===== src/rtl/core/assert_macros.svh =====
// Assertion helpers shared by the RTL.
`ifndef ASSERT_MACROS_SVH
`define ASSERT_MACROS_SVH

// Check an implication on every clock edge outside reset.
`define CHK_IMPL(label, clk, rst, ante, cons, msg) \
  label: assert property (@(posedge clk) disable iff (rst) (ante) |-> (cons)) else $error(msg);

// Check an implication in the clock cycle after the antecedent.
`define CHK_NEXT(label, clk, rst, ante, cons, msg) \
  label: assert property (@(posedge clk) disable iff (rst) (ante) |=> (cons)) else $error(msg);

`endif


===== src/rtl/core/pdflex_pkg.sv =====
package pdflex_pkg;

  localparam int MaxTokenLen  = 128;
  localparam int FractionBits = 16;
  localparam int DivCntW      = $clog2(FractionBits + 1);

  typedef struct packed {
    logic [7:0] data_byte;
    logic       at_end;
  } lex_in_t;

  typedef struct packed {
    logic [4:0]         kind;
    logic [7:0]         token_byte;
    logic signed [31:0] number;
    logic               warned;
    logic               last;
  } lex_out_t;

  typedef enum logic [3:0] {
    M_IDLE, M_COMMENT, M_INT, M_FRAC, M_STR, M_STR_ESC, M_STR_OCT, M_STR_CR,
    M_LT, M_HEX, M_GT, M_NAME, M_NAME_HASH, M_NAME_HEX2, M_CMD
  } lex_mode_t;

  typedef enum logic [1:0] {
    S_IDLE, S_STEP, S_DIV, S_EMIT
  } seq_state_t;

  localparam logic [4:0] K_INT = 5'd0, K_REAL = 5'd1, K_SBYTE = 5'd2,
    K_SEND = 5'd3, K_NBYTE = 5'd4, K_NEND = 5'd5, K_CBYTE = 5'd6, K_CEND = 5'd7,
    K_TRUE = 5'd8, K_FALSE = 5'd9, K_NULL = 5'd10, K_LBRK = 5'd11,
    K_RBRK = 5'd12, K_LDICT = 5'd13, K_RDICT = 5'd14, K_ERR = 5'd15,
    K_END = 5'd16;

  localparam logic [39:0] KwTrue  = 40'h0074727565;
  localparam logic [39:0] KwFalse = 40'h66616C7365;
  localparam logic [39:0] KwNull  = 40'h006E756C6C;

  function automatic logic [31:0] pow_ten(input logic [3:0] n);
    case (n)
      4'd0: return 32'd1;
      4'd1: return 32'd10;
      4'd2: return 32'd100;
      4'd3: return 32'd1000;
      4'd4: return 32'd10000;
      4'd5: return 32'd100000;
      4'd6: return 32'd1000000;
      4'd7: return 32'd10000000;
      4'd8: return 32'd100000000;
      default: return 32'd1000000000;
    endcase
  endfunction

  function automatic logic is_ws(input logic [7:0] c);
    return (c inside {[8'd9:8'd13]}) || c == 8'd32;
  endfunction

  function automatic logic is_delim(input logic [7:0] c);
    return c inside {8'd9, 8'd10, 8'd13, 8'd32, "%", "(", ")", "/", "<", ">",
                     "[", "]", "{", "}"};
  endfunction

  function automatic logic [4:0] hex_val(input logic [7:0] c);
    // Bit 4 set marks a non-hex byte.
    if (c inside {["0":"9"]}) return {1'b0, 4'(c - "0")};
    if (c inside {["A":"F"]}) return {1'b0, 4'(c - "A" + 8'd10)};
    if (c inside {["a":"f"]}) return {1'b0, 4'(c - "a" + 8'd10)};
    return 5'h10;
  endfunction

endpackage


===== src/rtl/core/pdflex_frac_div.sv =====
module pdflex_frac_div
  import pdflex_pkg::*;
(
  input  logic        clk,
  input  logic        rst,
  input  logic        start,
  input  logic [31:0] dividend,
  input  logic [31:0] divisor,
  output logic        done,
  output logic [31:0] quotient
);

  logic [32:0]        rem;
  logic [31:0]        scale;
  logic [DivCntW-1:0] cnt;
  logic               busy;
  logic [33:0]        shifted;

  assign shifted = {rem, 1'b0};

  always_ff @(posedge clk) begin
    if (rst) begin
      busy <= 1'b0;
      done <= 1'b0;
      cnt  <= '0;
    end else begin
      done <= 1'b0;
      if (start) begin
        busy     <= 1'b1;
        rem      <= {1'b0, dividend};
        scale    <= divisor;
        quotient <= '0;
        cnt      <= '0;
      end else if (busy) begin
        // One restoring step: shift, compare, subtract.
        if (shifted >= {2'b0, scale}) begin
          rem      <= 33'(shifted - {2'b0, scale});
          quotient <= {quotient[30:0], 1'b1};
        end else begin
          rem      <= shifted[32:0];
          quotient <= {quotient[30:0], 1'b0};
        end
        cnt <= cnt + 1'b1;
        if (cnt == DivCntW'(FractionBits - 1)) begin
          busy <= 1'b0;
          done <= 1'b1;
        end
      end
    end
  end

endmodule


===== src/rtl/core/pdf_token_lexer_core.sv =====
// Byte-serial PDF content tokenizer.
// Flow: an accepted byte is stepped by the lexer in up to four passes (a lookahead byte
// is stepped again); a real close then waits on the fraction divider; the results follow.
// A new byte is taken only after all results of the last byte are shown, or at once when
// it gave none; ready is low while busy.
// Reset (rst, synchronous): lexer idle between tokens, all accumulators zero.
`include "assert_macros.svh"
module pdf_token_lexer_core
  import pdflex_pkg::*;
(
  input  logic     clk,
  input  logic     rst,
  input  logic     in_valid,
  output logic     in_ready,
  input  lex_in_t  in_data,
  output logic     out_valid,
  input  logic     out_ready,
  output lex_out_t out_data
);

  // Token state.
  lex_mode_t   mode, mode_next;
  logic [15:0] depth, depth_next;
  logic [31:0] iacc, iacc_next, facc, facc_next;
  logic [3:0]  fdig, fdig_next;
  logic        neg, neg_next;
  logic [7:0]  eacc, eacc_next;
  logic [1:0]  ecnt, ecnt_next;
  logic [7:0]  tlen, tlen_next;
  logic [39:0] kwp, kwp_next;
  logic        warn, warn_next;

  // Sequencer.
  seq_state_t  st, st_next;
  logic [7:0]  cur;
  logic        cur_end;
  logic [2:0]  passes;

  // Result queue for one input word (up to three results), filled by all
  // passes over the word before any result is shown.
  lex_out_t    q [3];
  logic [1:0]  qn, qrd;
  logic [2:0]  qsum;

  // Step outputs.
  lex_out_t    r [3];
  logic [1:0]  rn;
  logic        again, need_div;

  logic        div_start, div_done;
  logic [31:0] div_q;
  logic [31:0] fixed_mag, real_num;

  pdflex_frac_div u_div (
    .clk, .rst, .start(div_start), .dividend(facc), .divisor(pow_ten(fdig)),
    .done(div_done), .quotient(div_q)
  );

  assign in_ready  = (st == S_IDLE);
  assign out_valid = (st == S_EMIT);
  assign qsum      = {1'b0, qn} + {1'b0, rn};

  // Real value: whole part shifted, fraction added, sign applied.
  assign fixed_mag = (iacc << FractionBits) + div_q;
  assign real_num  = neg ? 32'(0 - fixed_mag) : fixed_mag;

  always_comb begin
    out_data      = q[qrd];
    out_data.last = (qrd == qn - 2'd1);
  end

  // One lexer step on the held byte. Emits into r, sets again when
  // the byte must be stepped again. A pending real close defers to divider.
  always_comb begin
    logic [4:0]  h;
    logic        dig, cmd, ovf;
    logic [7:0]  c, ab;
    logic        do_add, do_close_cmd, do_clear;
    logic [4:0]  ckind;
    logic [31:0] ival;
    mode_next = mode; depth_next = depth; iacc_next = iacc; facc_next = facc;
    fdig_next = fdig; neg_next = neg; eacc_next = eacc; ecnt_next = ecnt;
    tlen_next = tlen; kwp_next = kwp; warn_next = warn;
    for (int i = 0; i < 3; i++) r[i] = '0;
    rn = 2'd0; again = 1'b0; need_div = 1'b0;
    c = cur; dig = c inside {["0":"9"]}; h = hex_val(c);
    cmd = 1'b0; ovf = 1'b0;
    do_add = 1'b0; ab = c; do_close_cmd = 1'b0; do_clear = 1'b0;
    ival = neg ? 32'(0 - iacc) : iacc;
    ckind = K_CEND;
    if (tlen == 8'd4 && kwp == KwTrue) ckind = K_TRUE;
    else if (tlen == 8'd5 && kwp == KwFalse) ckind = K_FALSE;
    else if (tlen == 8'd4 && kwp == KwNull) ckind = K_NULL;
    if (cur_end) begin
      case (mode)
        M_INT: begin
          r[0].kind = K_INT; r[0].number = ival; rn = 2'd1;
        end
        M_FRAC: need_div = 1'b1;
        M_STR, M_STR_ESC, M_STR_CR, M_LT: begin
          r[0].kind = K_SEND; r[0].warned = 1'b1; rn = 2'd1;
        end
        M_STR_OCT: begin
          r[0].kind = K_SBYTE; r[0].token_byte = eacc;
          r[1].kind = K_SEND; r[1].warned = 1'b1; rn = 2'd2;
        end
        M_HEX: begin
          if (ecnt == 2'd1) begin
            r[0].kind = K_SBYTE; r[0].token_byte = {eacc[3:0], 4'h0};
            r[1].kind = K_SEND; r[1].warned = 1'b1; rn = 2'd2;
          end else begin
            r[0].kind = K_SEND; r[0].warned = 1'b1; rn = 2'd1;
          end
        end
        M_GT: begin
          r[0].kind = K_ERR; r[0].warned = 1'b1; rn = 2'd1;
        end
        M_NAME: begin
          r[0].kind = K_NEND; r[0].warned = warn; rn = 2'd1;
        end
        M_NAME_HASH, M_NAME_HEX2: begin
          ab = (mode == M_NAME_HASH) ? 8'h23 : {eacc[3:0], 4'h0};
          if (tlen + 9'd1 >= 9'(MaxTokenLen)) begin
            r[0].kind = K_NEND; r[0].warned = 1'b1; rn = 2'd1;
          end else begin
            r[0].kind = K_NBYTE; r[0].token_byte = ab;
            r[1].kind = K_NEND;
            r[1].warned = warn | (mode == M_NAME_HEX2); rn = 2'd2;
          end
        end
        M_CMD: begin
          r[0].kind = ckind; r[0].warned = warn; rn = 2'd1;
        end
        default: ;
      endcase
      if (!need_div) begin
        r[rn].kind = K_END; rn = rn + 2'd1; do_clear = 1'b1;
      end
    end else begin
      case (mode)
        M_COMMENT: if (c == 8'd13 || c == 8'd10) mode_next = M_IDLE;
        M_INT: begin
          if (dig) iacc_next = 32'(iacc * 32'd10) + 32'(c - "0");
          else if (c == ".") mode_next = M_FRAC;
          else begin
            r[0].kind = K_INT; r[0].number = ival; rn = 2'd1;
            do_clear = 1'b1; again = 1'b1;
          end
        end
        M_FRAC: begin
          if (dig) begin
            if (fdig < 4'd9) begin
              facc_next = 32'(facc * 32'd10) + 32'(c - "0");
              fdig_next = fdig + 4'd1;
            end
          end else need_div = 1'b1;
        end
        M_STR: begin
          if (c == 8'd10 || c == 8'd13) begin
            r[0].kind = K_SEND; r[0].warned = 1'b1; rn = 2'd1; do_clear = 1'b1;
          end else if (c == "(") begin
            if (depth != 16'hFFFF) depth_next = depth + 16'd1;
            r[0].kind = K_SBYTE; r[0].token_byte = c; rn = 2'd1;
          end else if (c == ")") begin
            if (depth <= 16'd1) begin
              r[0].kind = K_SEND; r[0].warned = warn; rn = 2'd1; do_clear = 1'b1;
            end else begin
              depth_next = depth - 16'd1;
              r[0].kind = K_SBYTE; r[0].token_byte = c; rn = 2'd1;
            end
          end else if (c == "\\") mode_next = M_STR_ESC;
          else begin
            r[0].kind = K_SBYTE; r[0].token_byte = c; rn = 2'd1;
          end
        end
        M_STR_ESC: begin
          mode_next = M_STR;
          r[0].kind = K_SBYTE; rn = 2'd1;
          case (c)
            "n": r[0].token_byte = 8'd10;
            "r": r[0].token_byte = 8'd13;
            "t": r[0].token_byte = 8'd9;
            "b": r[0].token_byte = 8'd8;
            "f": r[0].token_byte = 8'd12;
            8'd13: begin rn = 2'd0; mode_next = M_STR_CR; end
            8'd10: rn = 2'd0;
            default: begin
              if (c inside {["0":"7"]}) begin
                rn = 2'd0; eacc_next = {5'd0, c[2:0]}; ecnt_next = 2'd1;
                mode_next = M_STR_OCT;
              end else r[0].token_byte = c;
            end
          endcase
        end
        M_STR_OCT: begin
          if (c inside {["0":"7"]}) begin
            eacc_next = {eacc[4:0], c[2:0]};
            ecnt_next = ecnt + 2'd1;
            if (ecnt == 2'd2) begin
              r[0].kind = K_SBYTE; r[0].token_byte = {eacc[4:0], c[2:0]};
              rn = 2'd1; ecnt_next = 2'd0; mode_next = M_STR;
            end
          end else begin
            r[0].kind = K_SBYTE; r[0].token_byte = eacc; rn = 2'd1;
            ecnt_next = 2'd0; mode_next = M_STR; again = 1'b1;
          end
        end
        M_STR_CR: begin
          mode_next = M_STR; again = (c != 8'd10);
        end
        M_LT: begin
          if (c == "<") begin
            r[0].kind = K_LDICT; rn = 2'd1; do_clear = 1'b1;
          end else begin
            mode_next = M_HEX; again = 1'b1;
          end
        end
        M_HEX: begin
          if (c == ">") begin
            if (ecnt == 2'd1) begin
              r[0].kind = K_SBYTE; r[0].token_byte = {eacc[3:0], 4'h0};
              r[1].kind = K_SEND; r[1].warned = warn; rn = 2'd2;
            end else begin
              r[0].kind = K_SEND; r[0].warned = warn; rn = 2'd1;
            end
            do_clear = 1'b1;
          end else if (!is_ws(c)) begin
            if (h[4]) warn_next = 1'b1;
            if (ecnt == 2'd0) begin
              eacc_next = {4'd0, h[4] ? 4'd0 : h[3:0]}; ecnt_next = 2'd1;
            end else begin
              r[0].kind = K_SBYTE; r[0].token_byte = {eacc[3:0], h[4] ? 4'd0 : h[3:0]};
              rn = 2'd1; ecnt_next = 2'd0;
            end
          end
        end
        M_GT: begin
          if (c == ">") begin
            r[0].kind = K_RDICT; rn = 2'd1; do_clear = 1'b1;
          end else begin
            r[0].kind = K_ERR; r[0].warned = 1'b1; rn = 2'd1;
            do_clear = 1'b1; again = 1'b1;
          end
        end
        M_NAME: begin
          if (is_delim(c)) begin
            r[0].kind = K_NEND; r[0].warned = warn; rn = 2'd1;
            do_clear = 1'b1; again = 1'b1;
          end else if (c == "#") mode_next = M_NAME_HASH;
          else do_add = 1'b1;
        end
        M_NAME_HASH: begin
          if (!h[4]) begin
            eacc_next = {4'd0, h[3:0]}; mode_next = M_NAME_HEX2;
          end else begin
            mode_next = M_NAME; ab = 8'h23; do_add = 1'b1; again = 1'b1;
          end
        end
        M_NAME_HEX2: begin
          mode_next = M_NAME;
          ab = {eacc[3:0], h[4] ? 4'd0 : h[3:0]};
          if (h[4]) warn_next = 1'b1;
          do_add = 1'b1;
        end
        M_CMD: begin
          if (is_delim(c)) begin
            do_close_cmd = 1'b1; again = 1'b1;
          end else do_add = 1'b1;
        end
        default: begin
          mode_next = M_IDLE;
          if (!is_ws(c)) begin
            case (c)
              "%": mode_next = M_COMMENT;
              "-": begin mode_next = M_INT; neg_next = 1'b1; end
              ".": mode_next = M_FRAC;
              "(": begin mode_next = M_STR; depth_next = 16'd1; end
              "/": mode_next = M_NAME;
              "[": begin r[0].kind = K_LBRK; rn = 2'd1; end
              "]": begin r[0].kind = K_RBRK; rn = 2'd1; end
              "<": mode_next = M_LT;
              ">": mode_next = M_GT;
              ")", "{", "}": begin r[0].kind = K_ERR; rn = 2'd1; end
              default: begin
                if (dig) begin
                  mode_next = M_INT; iacc_next = 32'(c - "0");
                end else begin
                  mode_next = M_CMD; do_add = 1'b1;
                end
              end
            endcase
          end
        end
      endcase
      // Append a byte to a name or command, closing it on overflow.
      if (do_add) begin
        cmd = (mode_next == M_CMD);
        ovf = (tlen + 9'd1 >= 9'(MaxTokenLen));
        if (ovf) begin
          if (cmd) begin
            do_close_cmd = 1'b1; warn_next = 1'b1;
          end else begin
            r[rn].kind = K_NEND; r[rn].warned = 1'b1; rn = rn + 2'd1;
            do_clear = 1'b1;
          end
        end else begin
          r[rn].kind = cmd ? K_CBYTE : K_NBYTE; r[rn].token_byte = ab;
          rn = rn + 2'd1;
          if (tlen < 8'd5) kwp_next = {kwp[31:0], ab};
          tlen_next = tlen + 8'd1;
        end
      end
      if (do_close_cmd) begin
        r[rn].kind = ckind; r[rn].warned = warn_next; rn = rn + 2'd1;
        do_clear = 1'b1;
      end
    end
    if (do_clear) begin
      mode_next = M_IDLE; depth_next = '0; iacc_next = '0; facc_next = '0;
      fdig_next = '0; neg_next = 1'b0; eacc_next = '0; ecnt_next = '0;
      tlen_next = '0; kwp_next = '0; warn_next = 1'b0;
    end
  end

  // Next state of the sequencer. Step the word again while the lexer asks
  // for it (at most four passes), wait on the divider for a real, then show any results.
  always_comb begin
    st_next = st;
    case (st)
      S_IDLE: if (in_valid) st_next = S_STEP;
      S_STEP: begin
        if (need_div) st_next = S_DIV;
        else if (again && passes != 3'd3) st_next = S_STEP;
        else if (qsum != 3'd0) st_next = S_EMIT;
        else st_next = S_IDLE;
      end
      S_DIV: if (div_done) st_next = cur_end ? S_EMIT : S_STEP;
      S_EMIT: begin
        if (out_ready && qrd == qn - 2'd1) st_next = S_IDLE;
      end
      default: st_next = S_IDLE;
    endcase
  end

  assign div_start = (st == S_STEP) && need_div;

  always_ff @(posedge clk) begin
    if (rst) begin
      st <= S_IDLE; mode <= M_IDLE; depth <= '0; iacc <= '0; facc <= '0;
      fdig <= '0; neg <= 1'b0; eacc <= '0; ecnt <= '0; tlen <= '0;
      kwp <= '0; warn <= 1'b0; qn <= '0; qrd <= '0; passes <= '0;
    end else begin
      st <= st_next;
      case (st)
        S_IDLE: if (in_valid) begin
          cur <= in_data.data_byte; cur_end <= in_data.at_end; passes <= '0;
          qn <= '0; qrd <= '0;
        end
        S_STEP: begin
          passes <= passes + 3'd1;
          if (!need_div) begin
            mode <= mode_next; depth <= depth_next; iacc <= iacc_next;
            facc <= facc_next; fdig <= fdig_next; neg <= neg_next;
            eacc <= eacc_next; ecnt <= ecnt_next; tlen <= tlen_next;
            kwp <= kwp_next; warn <= warn_next;
            // Append this pass's results behind those of earlier passes.
            for (int i = 0; i < 3; i++) begin
              if (3'(i) < {1'b0, rn} && {1'b0, qn} + 3'(i) < 3'd3)
                q[2'({1'b0, qn} + 3'(i))] <= r[i];
            end
            qn <= (qsum > 3'd3) ? 2'd3 : qsum[1:0];
          end
        end
        S_DIV: if (div_done) begin
          q[0] <= '{kind: K_REAL, token_byte: 8'd0, number: real_num,
                    warned: 1'b0, last: 1'b0};
          if (cur_end)
            q[1] <= '{kind: K_END, token_byte: 8'd0, number: 32'd0,
                      warned: 1'b0, last: 1'b0};
          qn <= cur_end ? 2'd2 : 2'd1;
          mode <= M_IDLE; iacc <= '0; facc <= '0; fdig <= '0; neg <= 1'b0;
          eacc <= '0; ecnt <= '0; tlen <= '0; kwp <= '0; warn <= 1'b0;
          depth <= '0;
        end
        S_EMIT: if (out_ready) qrd <= qrd + 2'd1;
        default: ;
      endcase
    end
  end

  `CHK_IMPL(a_no_accept_busy, clk, rst, st != S_IDLE, !in_ready,
            "input accepted while busy")
  `CHK_NEXT(a_div_start, clk, rst, div_start, st == S_DIV,
            "divider started outside a real close")
  `CHK_IMPL(a_emit_nonempty, clk, rst, out_valid, qn != 2'd0,
            "result shown with empty queue")

endmodule


===== config.mk =====
export PLATFORM = sky130hd
export DESIGN_NAME = pdf_token_lexer_core
export DESIGN_NICKNAME = d
export VERILOG_FILES = /design/src/rtl/core/pdflex_pkg.sv /design/src/rtl/core/pdflex_frac_div.sv /design/src/rtl/core/pdf_token_lexer_core.sv
export VERILOG_INCLUDE_DIRS = /design/src /design/src/rtl/core
export SDC_FILE = /design/constraint.sdc
export NUM_CORES = 2
export LEC_CHECK = 0
export ABC_CLOCK_PERIOD_IN_PS = 10000
export CAP_MARGIN = 20
export CORE_MARGIN = 2
export CORE_UTILIZATION = 45
export DETAILED_ROUTE_END_ITERATION = 16
export DONT_BUFFER_PORTS = 1
export PLACE_DENSITY_LB_ADDON = 0.15
export SYNTH_ARGS = -nofsm -noshare
export SYNTH_HDL_FRONTEND = slang
export SYNTH_HIERARCHICAL = 1
export SYNTH_SLANG_ARGS = --single-unit

===== constraint.sdc =====
create_clock -name clk -period 10 [get_ports clk]
set_input_delay 2 -clock clk [delete_from_list [all_inputs] [get_ports clk]]
set_output_delay 2 -clock clk [all_outputs]
set_load 0.02 [all_outputs]

==> results.py <==
metrics = {
    "clock_tree": {
        "clk_latency_ps": 630,
        "hold_buffers": 0,
        "cts_inserted_buffers": 54,
        "clockBufferDepth": 3,
        "cts_max_level": 2,
        "clock_sinks": 479,
        "path_clk_slew_ps": 60,
        "root_buffer": "clkbuf_16",
        "cts_resized": 0,
        "cts_tree": "done",
        "cts_setup_buffers": 0,
    },
    "grt": {
        "grt_max_degree": 151,
        "grt-busiest-layer": "met2",
        "grt_pass1_vias": 27140,
        "grt_pass1_wl_um": 153200,
        "use_met2_pct": 38.33,
        "antenna_found_initial": 3,
        "grt.met1_usage_pct": 34.26,
        "grtUsageMet3_pct": 4.147,
        "grt_util_all_layers_pct": 24.31,
        "grt.overflow.total": 0,
    },
    "cells_and_area": {
        "nNetsFinal": 4101,
        "final_common_cell": "nor2_1",
        "final_core_utilization_pct": 48.84,
        "n_fill_cell": 7262,
        "mostFrequentLayoutCells": "422 x nor2_1, 366 x a21oi_1, 323 x nand2_1, 270 x ha_1, 246 x dfxtp_1",
        "drive_gt1_share_pct": 8.348,
        "area_growth_pct": 7.777,
    },
    "timing": {
        "finalSetupViolCount": 0,
        "slew_headroom_pct": 25.76,
        "fin_skew_ps": 27.86,
        "worst_slew_pin_slew_ps": 1114,
        "slew_violations": 0,
        "setup_tns_ps": 0,
        "post-route-min-period_ps": 7841,
        "max_freq_ghz": 0.1275,
        "rsz0062_at_grt": "no",
        "period_share_pct": 78.41,
        "hold_violations": 0,
    },
    "synth": {
        "synth.avg_cell_area_um2": 8.790,
        "ys.flop_type": "dfxtp_1",
        "synth_edf_count": 230,
        "synth_top_area_cell": "edfxtp_1",
        "ys_seq_elements": 479,
        "yosysSeqAreaShare_pct": 34.67,
        "syn_area_um2": 34300,
        "synth_cell_types": 115,
        "async_reset_ff_share_pct": 0,
        "synth_area_leaders": "edfxtp_1 20%, dfxtp_1 15%, ha_1 9.8%",
        "yosysWarningCount": 6,
        "synth_top_area_share_pct": 20.14,
        "synthCells": 3902,
    },
    "die": {
        "dieWidth_um": 280.1,
        "rows": 101,
        "core_um2": 75700,
        "die-area_um2": 78450,
        "die_h_um": 280.1,
        "pin_count": 62,
        "initial_core_util_pct": 45.31,
    },
    "critical_path": {
        "crit_arrival_ps": 8120,
        "startpoint_type": "flop",
        "critPathTopFamily": "compound AO/OA/AOI/OAI gates",
        "cp.depth": 18,
        "r2r_slack_ps": 2160,
        "slowest_delay_ps": 740,
        "path_cells": "inv_1 > ha_1 > nor4bb_1 > a32oi_1 > and3_1 > a221o_1 > a211oi_1 > nand3_1 > ha_1 > nor3_1 > a21oi_1 > ha_1 > nor3_1 > or3b_1 > a31oi_2 > o2111ai_2 > inv_2 > buf_4",
        "crit_fanout": 30,
        "critical_path_buf_inv_count": 3,
        "slowest_stage": "inv_2",
        "reg2reg_depth": 18,
        "cpMostUsedCell": "ha_1",
        "r2r-start": "cur[1]",
        "critPathKind": "reg -> reg",
        "end_kind": "flop",
        "cp.required_ps": 10280,
        "crit-reg2reg-capture": "q[3][33]",
    },
    "pwr": {
        "peakVddDrop_uv": 161.1,
        "p_leak_nw": 14.99,
        "power_density_nw_per_um2": 201.7,
    },
    "place": {
        "dp_hpwl_um": 70820,
        "place.gp.congestion": 0.9736,
        "portBuffers": 0,
    },
    "detailed_routing": {
        "first_pass_iters": 6,
        "num_vias": 28580,
        "drtIter0Drc": 2265,
        "drtAntennaViolNets": 0,
        "wl_um": 96860,
        "wire_per_inst_um": 20.01,
        "via_per_inst": 5.906,
        "drc_errors": 0,
    },
    "status": {
        "run_status": "complete, no violations",
    },
    "hold_path": {
        "worst_hold_path_type": "reg -> reg",
        "hold_depth": 0,
        "holdPathEnd": "u_div/scale[2]",
    },
    "run": {
        "drv_cap": 0,
    },
}
final cells by class:
type	instances	area (µm²)	area share, %
sequential	479	11900	32.18
multi-input combinational	3059	21010	56.83
inverter	171	641.9	1.736
clock buffer	72	1469	3.973
clock inverter	30	366.6	0.9917
tap	978	1224	3.310
antenna	5	12.51	0.03385
timing repair buffer	46	346.6	0.9375
cell families (layout without fill, tap and decap cells):
logic type               Yosys count  in the layout  synth area share [%]
XOR/XNOR                         219            219                 5.632
AO/OA/AOI/OAI                   1066           1066                 20.29
buffers and inverters            365            319                 4.264
other                              1              7               0.01093
adder cells (fa/ha/maj)          277            277                 10.26
flip-flops                       479            479                 34.67
multiplexers                     129            129                 5.548
AND/OR/NAND/NOR                 1366           1366                 19.33
through the flow:
step / std cells / total power, mW / hold slack [ps] / area [µm²] / setup WS [ps]
6_report: 4840 / 7.456 / 402.6 / 36970 / 2159
5_1_grt: 4838 / 7.903 / 400.9 / 36960 / 1681
2_1_floorplan: 3903 / 4.615 / 385.5 / 34300 / 2774
3_5_place_dp: 4730 / 5.393 / 388.7 / 35100 / 2136
3_3_place_gp: 4729 / 5.387 / 385.7 / 35090 / 2185
4_1_cts: 4832 / 7.472 / 398.9 / 36930 / 2148
cells in the mapped netlist, types with 50 or more instances:
| master | n |
|---|---|
| a211oi_1 | 50 |
| a21o_1 | 55 |
| a21oi_1 | 366 |
| clkbuf_1 | 122 |
| dfxtp_1 | 249 |
| edfxtp_1 | 230 |
| ha_1 | 270 |
| inv_1 | 165 |
| mux2i_1 | 57 |
| nand2_1 | 323 |
| nand2b_1 | 53 |
| nand3_1 | 118 |
| nor2_1 | 426 |
| nor2b_1 | 77 |
| nor3_1 | 93 |
| o21ai_0 | 203 |
| xnor2_1 | 113 |
| xor2_1 | 105 |
power by group:
group	internal [mW]	leakage (nW)	total, mW	switching [mW]
logic	1.06	9.95	2.94	1.89
clock network	1.20	0.900	2.05	0.855
registers	2.26	4.14	2.46	0.199
worst max path at each step:
stage | startpoint | slack (ps) | end
global route | cur[1] | 1680 | q[2][27]
CTS | cur[1] | 2150 | q[2][28]
detailed placement | cur[1] | 2140 | q[2][33]
global placement | cur[1] | 2180 | q[2][33]
floorplan | cur[4] | 2770 | iacc[30]
finish | cur[1] | 2160 | q[3][33]
state kept, by name, summed over array words and instances (netlist names), 3 cells and up, named ones only:
signal          cells
q                 184
kwp                40
u_div/rem          33
facc               32
iacc               32
u_div/quotient     32
u_div/scale        32
depth              16
cur                 8
eacc                8
tlen                8
u_div/cnt           5
fdig                4
mode                4
passes              3
layer usage:
metal	routed length (µm)	share of wire, %	vias up
met5	13	0.013	-
met4	2503	2.6	2
met3	5706	5.9	165
met2	42940	44	776
met1	45690	47	13530
li1	-	-	14110
Note: power is estimated with default switching activity, not from simulation.
